`src/hw/rtl/twr_pkg.sv`:
```
// Shared types and constants for the two-wire register access master.
// Used by twr_front, twr_queue, twr_engine and the top level.
package twr_pkg;

  // Request classification made by the front end
  localparam logic [1:0] KIND_TICK     = 2'd0;  // plain quantum, no start
  localparam logic [1:0] KIND_START_WR = 2'd1;  // start of a register write
  localparam logic [1:0] KIND_START_RD = 2'd2;  // start of a register read

  // Byte and bit bookkeeping
  localparam logic [3:0] BITS_PER_BYTE = 4'd8;
  localparam logic [2:0] BYTE_RX_HIGH  = 3'd2;  // first byte clocked in on a read
  localparam logic [2:0] BYTE_RX_LOW   = 3'd3;  // second byte, answered with NACK
  localparam logic [2:0] BYTES_TOTAL   = 3'd4;

  // Device address after reset
  localparam logic [7:0] ADDR_RESET    = 8'h80;

  // One classified request as it travels through the queue
  typedef struct packed {
    logic [1:0]  kind;
    logic [6:0]  reg_index;
    logic [15:0] write_data;
    logic        sda_in;
  } twr_item_t;

endpackage

```
`src/hw/rtl/twr_front.sv`:
```
// Front end: takes requests off the input channel and classifies them.
// Depends on twr_pkg; feeds twr_queue.
module twr_front
  import twr_pkg::*;
(
  input  logic        in_valid,
  output logic        in_stall,
  input  logic        start_req,
  input  logic        operation,
  input  logic [6:0]  reg_index,
  input  logic [15:0] write_data,
  input  logic        sda_in,
  input  logic        q_full,
  output logic        push,
  output twr_item_t   item
);

  // Stall only on a full queue, so output stalls reach the front once the queue fills
  assign in_stall = q_full;
  assign push     = in_valid && !q_full;

  // Classify: a start request becomes a write or read start, else a tick
  always_comb begin
    item.reg_index  = reg_index;
    item.write_data = write_data;
    item.sda_in     = sda_in;
    if (!start_req) begin
      item.kind = KIND_TICK;
    end else if (operation) begin
      item.kind = KIND_START_RD;
    end else begin
      item.kind = KIND_START_WR;
    end
  end

endmodule

```
`src/hw/rtl/twr_queue.sv`:
```
// Two-entry request queue between front end and bus engine.
// Depends on twr_pkg for the request type.
module twr_queue
  import twr_pkg::*;
(
  input  logic      clk,
  input  logic      rst,
  input  logic      push,
  input  twr_item_t item_in,
  output logic      full,
  input  logic      pop,
  output logic      valid,
  output twr_item_t item_out
);

  twr_item_t  mem [2];
  logic       wr_ptr;
  logic       rd_ptr;
  logic [1:0] count;
  logic [1:0] count_next;

  assign full     = (count == 2'd2);
  assign valid    = (count != 2'd0);
  assign item_out = mem[rd_ptr];

  // Occupancy follows push and pop
  always_comb begin
    case ({push, pop})
      2'b10:   count_next = count + 2'd1;
      2'b01:   count_next = count - 2'd1;
      default: count_next = count;
    endcase
  end

  // Pointers and fill level
  always_ff @(posedge clk) begin
    if (rst) begin
      wr_ptr <= 1'b0;
      rd_ptr <= 1'b0;
      count  <= 2'd0;
    end else begin
      if (push) wr_ptr <= !wr_ptr;
      if (pop)  rd_ptr <= !rd_ptr;
      count <= count_next;
    end
  end

  // Storage
  always_ff @(posedge clk) begin
    if (push) mem[wr_ptr] <= item_in;
  end

endmodule

```
`src/hw/rtl/twr_engine.sv`:
```
// Back end: bus sequencer that turns each request into one line state,
// with a registered result stage. Depends on twr_pkg.
module twr_engine
  import twr_pkg::*;
(
  input  logic        clk,
  input  logic        rst,
  input  logic [7:0]  device_address,
  input  logic        q_valid,
  input  twr_item_t   item,
  output logic        pop,
  output logic        out_valid,
  input  logic        out_stall,
  output logic        scl_out,
  output logic        sda_out,
  output logic        sda_drive,
  output logic        busy_res,
  output logic        done_res,
  output logic [15:0] read_result,
  output logic        ack_missing
);

  localparam logic [3:0] PH_IDLE       = 4'd0;
  localparam logic [3:0] PH_START_FALL = 4'd1;
  localparam logic [3:0] PH_START_LOW  = 4'd2;
  localparam logic [3:0] PH_TX_LOW     = 4'd3;
  localparam logic [3:0] PH_TX_HIGH    = 4'd4;
  localparam logic [3:0] PH_TXACK_LOW  = 4'd5;
  localparam logic [3:0] PH_TXACK_HIGH = 4'd6;
  localparam logic [3:0] PH_RX_LOW     = 4'd7;
  localparam logic [3:0] PH_RX_HIGH    = 4'd8;
  localparam logic [3:0] PH_MACK_LOW   = 4'd9;
  localparam logic [3:0] PH_MACK_HIGH  = 4'd10;
  localparam logic [3:0] PH_STOP_A     = 4'd11;
  localparam logic [3:0] PH_STOP_B     = 4'd12;
  localparam logic [3:0] PH_STOP_C     = 4'd13;

  logic [3:0]  phase, phase_next;
  logic [3:0]  bit_count, bit_count_next;
  logic [2:0]  byte_count, byte_count_next;
  logic [7:0]  shift_byte, shift_byte_next;
  logic [6:0]  latched_index, latched_index_next;
  logic [15:0] latched_data, latched_data_next;
  logic        latched_is_read, latched_is_read_next;
  logic [15:0] assembled_read, assembled_read_next;
  logic        nack_seen, nack_seen_next;

  logic        scl, sda, drv, busy, done;
  logic [3:0]  bit_inc;
  logic [2:0]  byte_inc;
  logic [7:0]  rx_byte;
  logic        is_start;

  // Take a request whenever the result register is free or being emptied
  assign pop      = q_valid && (!out_valid || !out_stall);
  assign bit_inc  = bit_count + 4'd1;
  assign byte_inc = byte_count + 3'd1;
  assign rx_byte  = {shift_byte[6:0], item.sda_in};
  assign is_start = (item.kind == KIND_START_WR) || (item.kind == KIND_START_RD);

  // Sequencer: line levels for this quantum and the following state
  always_comb begin
    phase_next           = phase;
    bit_count_next       = bit_count;
    byte_count_next      = byte_count;
    shift_byte_next      = shift_byte;
    latched_index_next   = latched_index;
    latched_data_next    = latched_data;
    latched_is_read_next = latched_is_read;
    assembled_read_next  = assembled_read;
    nack_seen_next       = nack_seen;
    scl  = 1'b1;
    sda  = 1'b1;
    drv  = 1'b1;
    busy = 1'b1;
    done = 1'b0;
    unique case (phase)
      PH_START_FALL: begin
        sda        = 1'b0;
        phase_next = PH_START_LOW;
      end
      PH_START_LOW: begin
        scl        = 1'b0;
        sda        = 1'b0;
        phase_next = PH_TX_LOW;
      end
      PH_TX_LOW: begin
        scl        = 1'b0;
        sda        = shift_byte[7];
        phase_next = PH_TX_HIGH;
      end
      PH_TX_HIGH: begin
        sda             = shift_byte[7];
        shift_byte_next = {shift_byte[6:0], 1'b0};
        bit_count_next  = bit_inc;
        phase_next      = (bit_inc >= BITS_PER_BYTE) ? PH_TXACK_LOW : PH_TX_LOW;
      end
      PH_TXACK_LOW: begin
        scl        = 1'b0;
        drv        = 1'b0;
        phase_next = PH_TXACK_HIGH;
      end
      PH_TXACK_HIGH: begin
        drv             = 1'b0;
        nack_seen_next  = nack_seen | item.sda_in;
        byte_count_next = byte_inc;
        bit_count_next  = 4'd0;
        if (byte_inc >= BYTES_TOTAL) begin
          phase_next = PH_STOP_A;
        end else if (latched_is_read && byte_inc >= BYTE_RX_HIGH) begin
          shift_byte_next = 8'd0;
          phase_next      = PH_RX_LOW;
        end else begin
          // next byte to send: index byte, then data high, then data low
          case (byte_inc)
            3'd1:    shift_byte_next = {latched_index, latched_is_read};
            3'd2:    shift_byte_next = latched_data[15:8];
            default: shift_byte_next = latched_data[7:0];
          endcase
          phase_next = PH_TX_LOW;
        end
      end
      PH_RX_LOW: begin
        scl        = 1'b0;
        drv        = 1'b0;
        phase_next = PH_RX_HIGH;
      end
      PH_RX_HIGH: begin
        drv             = 1'b0;
        shift_byte_next = rx_byte;
        bit_count_next  = bit_inc;
        if (bit_inc >= BITS_PER_BYTE) begin
          if (byte_count == BYTE_RX_HIGH) begin
            latched_data_next = {rx_byte, 8'h00};
          end else begin
            assembled_read_next = {latched_data[15:8], rx_byte};
          end
          phase_next = PH_MACK_LOW;
        end else begin
          phase_next = PH_RX_LOW;
        end
      end
      PH_MACK_LOW: begin
        scl        = 1'b0;
        sda        = (byte_count >= BYTE_RX_LOW);
        phase_next = PH_MACK_HIGH;
      end
      PH_MACK_HIGH: begin
        sda             = (byte_count >= BYTE_RX_LOW);
        byte_count_next = byte_inc;
        bit_count_next  = 4'd0;
        shift_byte_next = 8'd0;
        phase_next      = (byte_inc >= BYTES_TOTAL) ? PH_STOP_A : PH_RX_LOW;
      end
      PH_STOP_A: begin
        scl        = 1'b0;
        sda        = 1'b0;
        phase_next = PH_STOP_B;
      end
      PH_STOP_B: begin
        sda        = 1'b0;
        phase_next = PH_STOP_C;
      end
      PH_STOP_C: begin
        done       = 1'b1;
        phase_next = PH_IDLE;
      end
      default: begin
        // idle: a start request latches the operands
        busy       = 1'b0;
        phase_next = PH_IDLE;
        if (is_start) begin
          latched_is_read_next = (item.kind == KIND_START_RD);
          latched_index_next   = item.reg_index;
          latched_data_next    = item.write_data;
          nack_seen_next       = 1'b0;
          bit_count_next       = 4'd0;
          byte_count_next      = 3'd0;
          shift_byte_next      = device_address;
          busy                 = 1'b1;
          phase_next           = PH_START_FALL;
        end
      end
    endcase
    // released line reads as high
    if (!drv) sda = 1'b1;
  end

  // Sequencer state, advanced once per request
  always_ff @(posedge clk) begin
    if (rst) begin
      phase           <= PH_IDLE;
      bit_count       <= 4'd0;
      byte_count      <= 3'd0;
      shift_byte      <= 8'd0;
      latched_index   <= 7'd0;
      latched_data    <= 16'd0;
      latched_is_read <= 1'b0;
      assembled_read  <= 16'd0;
      nack_seen       <= 1'b0;
    end else if (pop) begin
      phase           <= phase_next;
      bit_count       <= bit_count_next;
      byte_count      <= byte_count_next;
      shift_byte      <= shift_byte_next;
      latched_index   <= latched_index_next;
      latched_data    <= latched_data_next;
      latched_is_read <= latched_is_read_next;
      assembled_read  <= assembled_read_next;
      nack_seen       <= nack_seen_next;
    end
  end

  // Result register
  always_ff @(posedge clk) begin
    if (rst) begin
      out_valid <= 1'b0;
    end else if (pop) begin
      out_valid <= 1'b1;
    end else if (!out_stall) begin
      out_valid <= 1'b0;
    end
  end

  always_ff @(posedge clk) begin
    if (pop) begin
      scl_out     <= scl;
      sda_out     <= sda;
      sda_drive   <= drv;
      busy_res    <= busy;
      done_res    <= done;
      read_result <= assembled_read_next;
      ack_missing <= nack_seen_next;
    end
  end

  // Checks
  a_bit_range: assert property (@(posedge clk) disable iff (rst)
    bit_count <= BITS_PER_BYTE)
    else $error("bit counter ran past one byte");

  a_byte_range: assert property (@(posedge clk) disable iff (rst)
    byte_count <= BYTES_TOTAL)
    else $error("byte counter ran past the transaction");

  a_stop_ends: assert property (@(posedge clk) disable iff (rst)
    (pop && phase == PH_STOP_C) |=> (phase == PH_IDLE))
    else $error("stop condition did not return to idle");

  a_done_busy: assert property (@(posedge clk) disable iff (rst)
    (out_valid && done_res) |-> (busy_res && scl_out && sda_out && sda_drive))
    else $error("done flagged outside a driven stop");

  a_rx_released: assert property (@(posedge clk) disable iff (rst)
    (pop && (phase == PH_RX_LOW || phase == PH_RX_HIGH)) |=> !sda_drive)
    else $error("data line driven while clocking in");

endmodule

```
`src/hw/rtl/two_wire_register_access_master.sv`:
```
// Two-wire register access master, one bus timing quantum per request.
// Every accepted request yields exactly one result with the clock, data and
// data-enable levels for that quantum plus status. The block takes one request
// per clock cycle sustained while the output is not stalled; a result is
// presented on the output once its request has passed through the two-entry
// queue and the sequencer has registered its result as it takes it. The
// sequencer's phase register advances once per request. A write transaction
// spans 78 requests and a read 78 as well, from the start request to the
// quantum flagged done. The device address is taken from the configuration
// register when a start is accepted.
// Top level; depends on twr_pkg, twr_front, twr_queue and twr_engine.
module two_wire_register_access_master
  import twr_pkg::*;
(
  input  logic        clk,
  input  logic        rst,
  input  logic        cfg_we,
  input  logic [7:0]  cfg_wdata,
  input  logic        in_valid,
  output logic        in_stall,
  input  logic        start_req,
  input  logic        operation,
  input  logic [6:0]  reg_index,
  input  logic [15:0] write_data,
  input  logic        sda_in,
  output logic        out_valid,
  input  logic        out_stall,
  output logic        scl_out,
  output logic        sda_out,
  output logic        sda_drive,
  output logic        busy_res,
  output logic        done_res,
  output logic [15:0] read_result,
  output logic        ack_missing
);

  logic [7:0] device_address;
  logic       q_push;
  logic       q_full;
  logic       q_valid;
  logic       q_pop;
  twr_item_t  front_item;
  twr_item_t  queue_item;

  // Device address register
  always_ff @(posedge clk) begin
    if (rst) begin
      device_address <= ADDR_RESET;
    end else if (cfg_we) begin
      device_address <= cfg_wdata;
    end
  end

  twr_front u_front (
    .in_valid   (in_valid),
    .in_stall   (in_stall),
    .start_req  (start_req),
    .operation  (operation),
    .reg_index  (reg_index),
    .write_data (write_data),
    .sda_in     (sda_in),
    .q_full     (q_full),
    .push       (q_push),
    .item       (front_item)
  );

  twr_queue u_queue (
    .clk      (clk),
    .rst      (rst),
    .push     (q_push),
    .item_in  (front_item),
    .full     (q_full),
    .pop      (q_pop),
    .valid    (q_valid),
    .item_out (queue_item)
  );

  twr_engine u_engine (
    .clk            (clk),
    .rst            (rst),
    .device_address (device_address),
    .q_valid        (q_valid),
    .item           (queue_item),
    .pop            (q_pop),
    .out_valid      (out_valid),
    .out_stall      (out_stall),
    .scl_out        (scl_out),
    .sda_out        (sda_out),
    .sda_drive      (sda_drive),
    .busy_res       (busy_res),
    .done_res       (done_res),
    .read_result    (read_result),
    .ack_missing    (ack_missing)
  );

endmodule
```
`config.mk`:
```
export PLATFORM = sky130hd
export DESIGN_NAME = two_wire_register_access_master
export DESIGN_NICKNAME = d
export VERILOG_FILES = /design/src/hw/rtl/twr_pkg.sv /design/src/hw/rtl/twr_front.sv /design/src/hw/rtl/twr_queue.sv /design/src/hw/rtl/twr_engine.sv /design/src/hw/rtl/two_wire_register_access_master.sv
export SDC_FILE = /design/constraint.sdc
export NUM_CORES = 1
export LEC_CHECK = 0
export BUFFER_PORTS_ARGS = -buffer_cell sky130_fd_sc_hd__clkbuf_2
export CAP_MARGIN = 20
export CORE_ASPECT_RATIO = 1.2
export CORE_MARGIN = 1.5
export CORE_UTILIZATION = 55
export CTS_BUF_LIST = sky130_fd_sc_hd__clkbuf_2
export CTS_CLUSTER_SIZE = 25
export DETAILED_ROUTE_END_ITERATION = 12
export GPL_ROUTABILITY_DRIVEN = 0
export HOLD_SLACK_MARGIN = 0.03
export PLACE_DENSITY = 0.86
export SYNTH_ARGS = -nofsm -noshare
export SYNTH_HDL_FRONTEND = slang
export SYNTH_SLANG_ARGS = --single-unit
```
`constraint.sdc`:
```
create_clock -name clk -period 4.7 [get_ports clk]
set_clock_uncertainty 0.2 [all_clocks]
set_input_delay 0 -clock clk [delete_from_list [all_inputs] [get_ports clk]]
set_output_delay 0 -clock clk [all_outputs]
set_load 0.05 [all_outputs]
```
* After elaboration in Yosys (flattened, before gate mapping)
Memory sizes are Yosys's and may differ from the RTL's. A register that Yosys moved wholly into a read port is not among the register bits. Index checks and enable logic that the tools add are counted.
Word-level totals: memories 1, bits of input ports 39, logic and storage cells 132, register bits after elaboration 95, RAM bits 52, output and inout bits 24
Memories:
- u_queue.mem | depth 2, width 26, read ports 1, clocked after memory_dff 1, wr ports 1, RTL line twr_queue.sv:16 | twr_item_t mem [2];
Cells by class: reduce and logical (&&, ||, !) cells 33, add/subtract/negate cells 4, multiplexer cells 39, bitwise logic cells 5, equal/unequal tests 25, $lt $le $gt $ge 4
Operators with widths (number):
- 16-bit two-way mux | 6
- 4-bit one-hot mux with 13 select lines | 1
- 8-bit one-hot mux with 5 select lines | 1
- 16-bit one-hot mux with 2 select lines | 1
- 4-bit equality test (second input constant) | 6
- 8-bit two-way mux | 3
- 12-bit OR reduction | 2
- 4-bit by 3-bit equality test with 1-bit output (second input constant) | 4
- 4-bit two-way mux | 4
- 8-bit one-hot mux with 2 select lines | 1
- 13-bit OR reduction | 1
- 1-bit two-way mux | 12
- 4-bit one-hot mux with 3 select lines | 1
- 11-bit OR reduction | 1
- 3-bit two-way mux | 3
- 3-bit AND reduction | 3
- 9-bit OR reduction | 1
- 4-bit by 2-bit equality test with 1-bit output (second input constant) | 2
- 2-bit nonzero test | 4
- 2-bit OR reduction | 4
- 4-bit OR reduction | 2
- 2-bit equality test (second input constant) | 3
- 3-bit by 2-bit equality test with 1-bit output (second input constant) | 2
- 3-bit by 2-bit >= comparator with 1-bit output (second input constant) | 2
- other kinds (26) | 40

* Logic depth before layout (Yosys ltp)
depth in word-level cells 6, depth in mapped cells 12, gate-level depth less buffers 7

* By module
A second synthesis with hierarchy kept.
Second synthesis, totals: cells, all modules 551, area, all modules 6615.1 um^2
Modules (own cells, without submodules):
- twr_engine | cells an instance 394, area an instance 4035.1 um^2, times used 1, seq. area each 1881.8 um^2
- twr_queue | cells an instance 103, area an instance 2079.5 um^2, times used 1, seq. area each 1661.6 um^2
- two_wire_register_access_master | cells an instance 26, area an instance 290.3 um^2, times used 1, seq. area each 160.2 um^2
- twr_front | cells an instance 28, area an instance 210.2 um^2, times used 1, seq. area each 0.0 um^2

* Worst setup path before layout
OpenSTA, ideal clock, no wires.
kind reg2reg, start register (tool-made name), end register u_engine.shift_byte[6], arrival 2.906 ns, path buffers 6, cell stages (with the launch flop) 13, required time 4.363 ns, setup slack 1.457 ns, cell sequence dfxtp_1 buf_2 buf_1 buf_2 mux2_2 ha_1 buf_1 o21ai_0 and4_1 buf_2 buf_6 nor2_1 a211oi_1
RTL lines:
- end signal: assignment | RTL line twr_engine.sv:205 | shift_byte <= shift_byte_next;
- end: declaration | RTL line twr_engine.sv:41 | logic [7:0] shift_byte, shift_byte_next;

* Final worst setup path
start register u_engine.phase[1], end register u_engine.shift_byte[6]
On the way: longest elaborated chain between the ends 4, elaborated cells between the ends (all ways) 19, those cells by class 14 x eq/ne; 1 x mux; 1 x bitwise; 3 x reduce/logical
RTL lines:
- start: declaration | RTL line twr_engine.sv:38 | logic [3:0] phase, phase_next;
- start signal: assignment | RTL line twr_engine.sv:202 | phase <= phase_next;
- 4-bit by 1-bit equality test with 1-bit output (tied with other cells) | RTL line twr_engine.sv:77 | unique case (phase)
- 9-bit OR reduction (no line)
- 1-bit NOT (no line)
- 4-bit AND reduction (no line)
Parallel ways exist; a longest one is shown, timed or not. A chain may end at the register's enable or synchronous reset.

==> impl_metrics.tcl <==
set metrics [dict create \
    syn_inst 558 \
    synth-edff-count 74 \
    dp_hpwl_um 8640 \
    fmax_ghz 0.317 \
    cts_root_buf "clkbuf_2" \
    first_pass_iters 6 \
    grt_pass1_vias 4906 \
    crit_required_ps 5130 \
    clk_pin_slew_worst_paths_ps 210 \
    fin_nets 747 \
    routed_wl_um 15200 \
    drive_gt1_share_pct 19.2 \
    design_area_um2 8040 \
    core.rowCount 42 \
    maxSlewHeadroom_pct 30.0 \
    clkSinkCount 148 \
    status "completed" \
    final_core_util_pct 72.2 \
    synth.distinct_cells 56 \
    fin_tns_setup_ps 0 \
    drc 0 \
    drt-initial-drc-count 508 \
    seqCellArea_um2 3700 \
    grt-ovfl-total 0 \
    post_synth.cell_area_avg_um2 11.4 \
    worstSetupStartpointType "flip-flop" \
    ys_ff_latch 148 \
    via_count 4989 \
    total_power_uw 4230 \
    max_cap_violations 0 \
    die_w_um 101 \
    crit_path_end_kind "flip-flop" \
    hp-class "primary input to flip-flop" \
    cpPeakStageDelay_ps 1050 \
    cp_max_fo 31 \
    syn_nets 605 \
    synth_area_um2 6360 \
    antenna_found_initial 0 \
    yosys_warnings 0 \
    initial_utilization_pct 57.1 \
    post_cts_buffers 0 \
    fin_crit_sh_pct 67.2 \
    grt_setup_unrepaired "false" \
    htreeDepth 4 \
    setup_viol 0 \
    coreArea_um2 11100 \
    multi_input_area_um2 2450 \
    cp.arrival_ps 3590 \
    synthFlopType "edfxtp_1" \
    viasPerCell 5.75 \
    io_pins 63 \
    fill_cells 718 \
    grtUsageTotal_pct 26.1 \
    crit_type "flip-flop to flip-flop" \
    syn_to_final_growth_pct 26.3 \
    ant_nets 0 \
    cts_buffers 17 \
    io_buffers 62 \
    crit_chain "nand3_1, a21oi_1, and4_1, nor2_1, a211oi_1" \
    die_h_um 121 \
    slew_viol_final 0 \
    hold_viol 0 \
    die-area_um2 12200 \
    post_dp_cell_area_um2 6760 \
    cts_tree "built" \
    p_leak_uw 0.00296 \
    max-vdd-ir-drop_v 0.000275 \
    avgRoutedWirePerCell_um 17.5 \
    period_minus_slack_ps 3160 \
    grt_max_degree 72 \
    worst_pin_slew_ps 1050 \
    cts_buffer_depth 2 \
    power_density_nw_per_um2 526 \
    num_antenna_cells 0 \
    clkLatencyLatePin_ps 710 \
    cp_slowest_cell "dfxtp_1" \
    ys_seq_area_share_pct 58.2 \
    async_reset_ff_share_pct 0 \
    grt_pass1_wl_um 24400 \
]
[routing by layer]
layer | wire length (um) | share of wire, % | track usage (%) | vias to the layer above
met5 | 0 | 0 | 0 | -
met4 | 626 | 4.1 | 11.2 | 0
met3 | 965 | 6.4 | 5.95 | 68
met2 | 7960 | 52 | 45.6 | 241
met1 | 5640 | 37 | 30.6 | 2360
li1 | - | - | - | 2320
[cell usage after synthesis, types with 3 or more instances]
cell	n	area, um^2
a211oi_1	20	150
a211oi_2	3	37.5
a21oi_1	39	195
a22o_1	9	78.8
a22oi_1	9	67.6
buf_1	7	26.3
buf_2	14	70.1
buf_6	3	33.8
clkbuf_1	17	63.8
dfxtp_1	74	1480
edfxtp_1	74	2220
ha_1	8	100
inv_1	9	33.8
mux2_2	25	282
mux2i_1	42	420
nand2_1	25	93.8
nand2b_1	4	25.0
nand3_1	5	25.0
nand3b_1	3	22.5
nor2_1	73	274
nor2b_1	5	31.3
nor3_1	3	15.0
nor3b_1	9	67.6
o211ai_1	3	22.5
o21ai_0	23	115
o22ai_1	3	18.8
or3_1	8	50.1
xor2_1	6	52.6
[cells in the final DEF (no fill, tap or decap), drive strengths merged, types with 2 or more instances in the layout]
cell and count:
o21ai 25, edfxtp 74, clkinv 5, mux2 25, xnor2 2, nor3b 9, mux2i 42, a21oi 39
a22oi 9, a211oi 24, nor2 73, or3 8, o211ai 3, xor2 6, a21o 2, inv 9
clkbuf 82, ha 8, dfxtp 74, nor3 4, buf 10, nand3b 3, nor2b 5, nand2b 4
dlygate4sd3 92, bufinv 7, or4 2, nand2 25, nand3 5, nor4 2, a22o 9, o41ai 2
a211o 2, or2 3, o22ai 3
[logic make-up (layout without fill, tap and decap cells)]
group	after synthesis	in the layout	synth area share [%]
and+or+nand+nor	151	151	11.4
DFF	148	148	58.2
AOI/OAI and AO/OA	126	126	13.1
muxes	67	67	11.0
buffers and inverters	50	205	3.58
adders and majority gates	8	8	1.57
xor gates and xnor gates	8	8	1.10
[report_power, final]
group | internal, uW | total (uW) | switching [uW] | leakage (uW)
logic | 484 | 1420 | 934 | 0.00147
registers | 1660 | 1860 | 204 | 0.00130
clock network | 511 | 946 | 435 | 0.000195
total | 2650 | 4230 | 1570 | 0.00296
[critical path: cells and delay by family (launching register included)]
| kind | cells | cell delay [ps] |
|---|---|---|
| AOI/OAI and AO/OA | 2 | 690 |
| DFF | 1 | 1050 |
| and+or+nand+nor | 3 | 1140 |
[cell type report]
cell class / count / share of cell area, %
flip-flops and latches: 148 / 46.1
clock inverters: 12 / 2.93
inverters: 9 / 0.420
multi-input cells: 360 / 30.5
repair buffers: 164 / 16.5
well taps: 154 / 2.40
clock buffers: 20 / 1.24
[registers in the layout, summed over array words and instances (netlist names), 2 cells and up, named ones only]
register	count
u_engine.latched_index	7
u_engine.phase	4
device_address	8
u_queue.count	2
u_engine.bit_count	4
u_engine.byte_count	3
u_engine.latched_data	16
u_queue.mem	52
u_engine.read_result	16
u_engine.shift_byte	8
u_engine.assembled_read	16
[worst paths after layout]
path	end	cells after the start	startpoint	slack [ps]
worst min register to register	u_engine.nack_seen	2	u_engine.nack_seen	290
worst min-delay path	u_queue.mem[1][20]	3	in_valid	200
worst max-delay path	u_engine.shift_byte[6]	5	u_engine.phase[1]	1540
worst max register to register	u_engine.shift_byte[6]	5	u_engine.phase[1]	1540
[metrics by stage]
step | setup WS (ps) | instances | hold slack [ps]
finish | 1540 | 867 | 204
global route | 1270 | 867 | 160
CTS | 1720 | 866 | 181
detailed placement | 1780 | 742 | -6.25
global placement | 1800 | 741 | -10.4
floorplan | 1460 | 558 | -101
[repair_timing]
item	in CTS	in global routing
gates resized for setup	0	0
hold buffers	92	0
endpoints found under the hold margin	169	0
setup endpoints to repair	0	0
(Power assumes the default switching activity.)
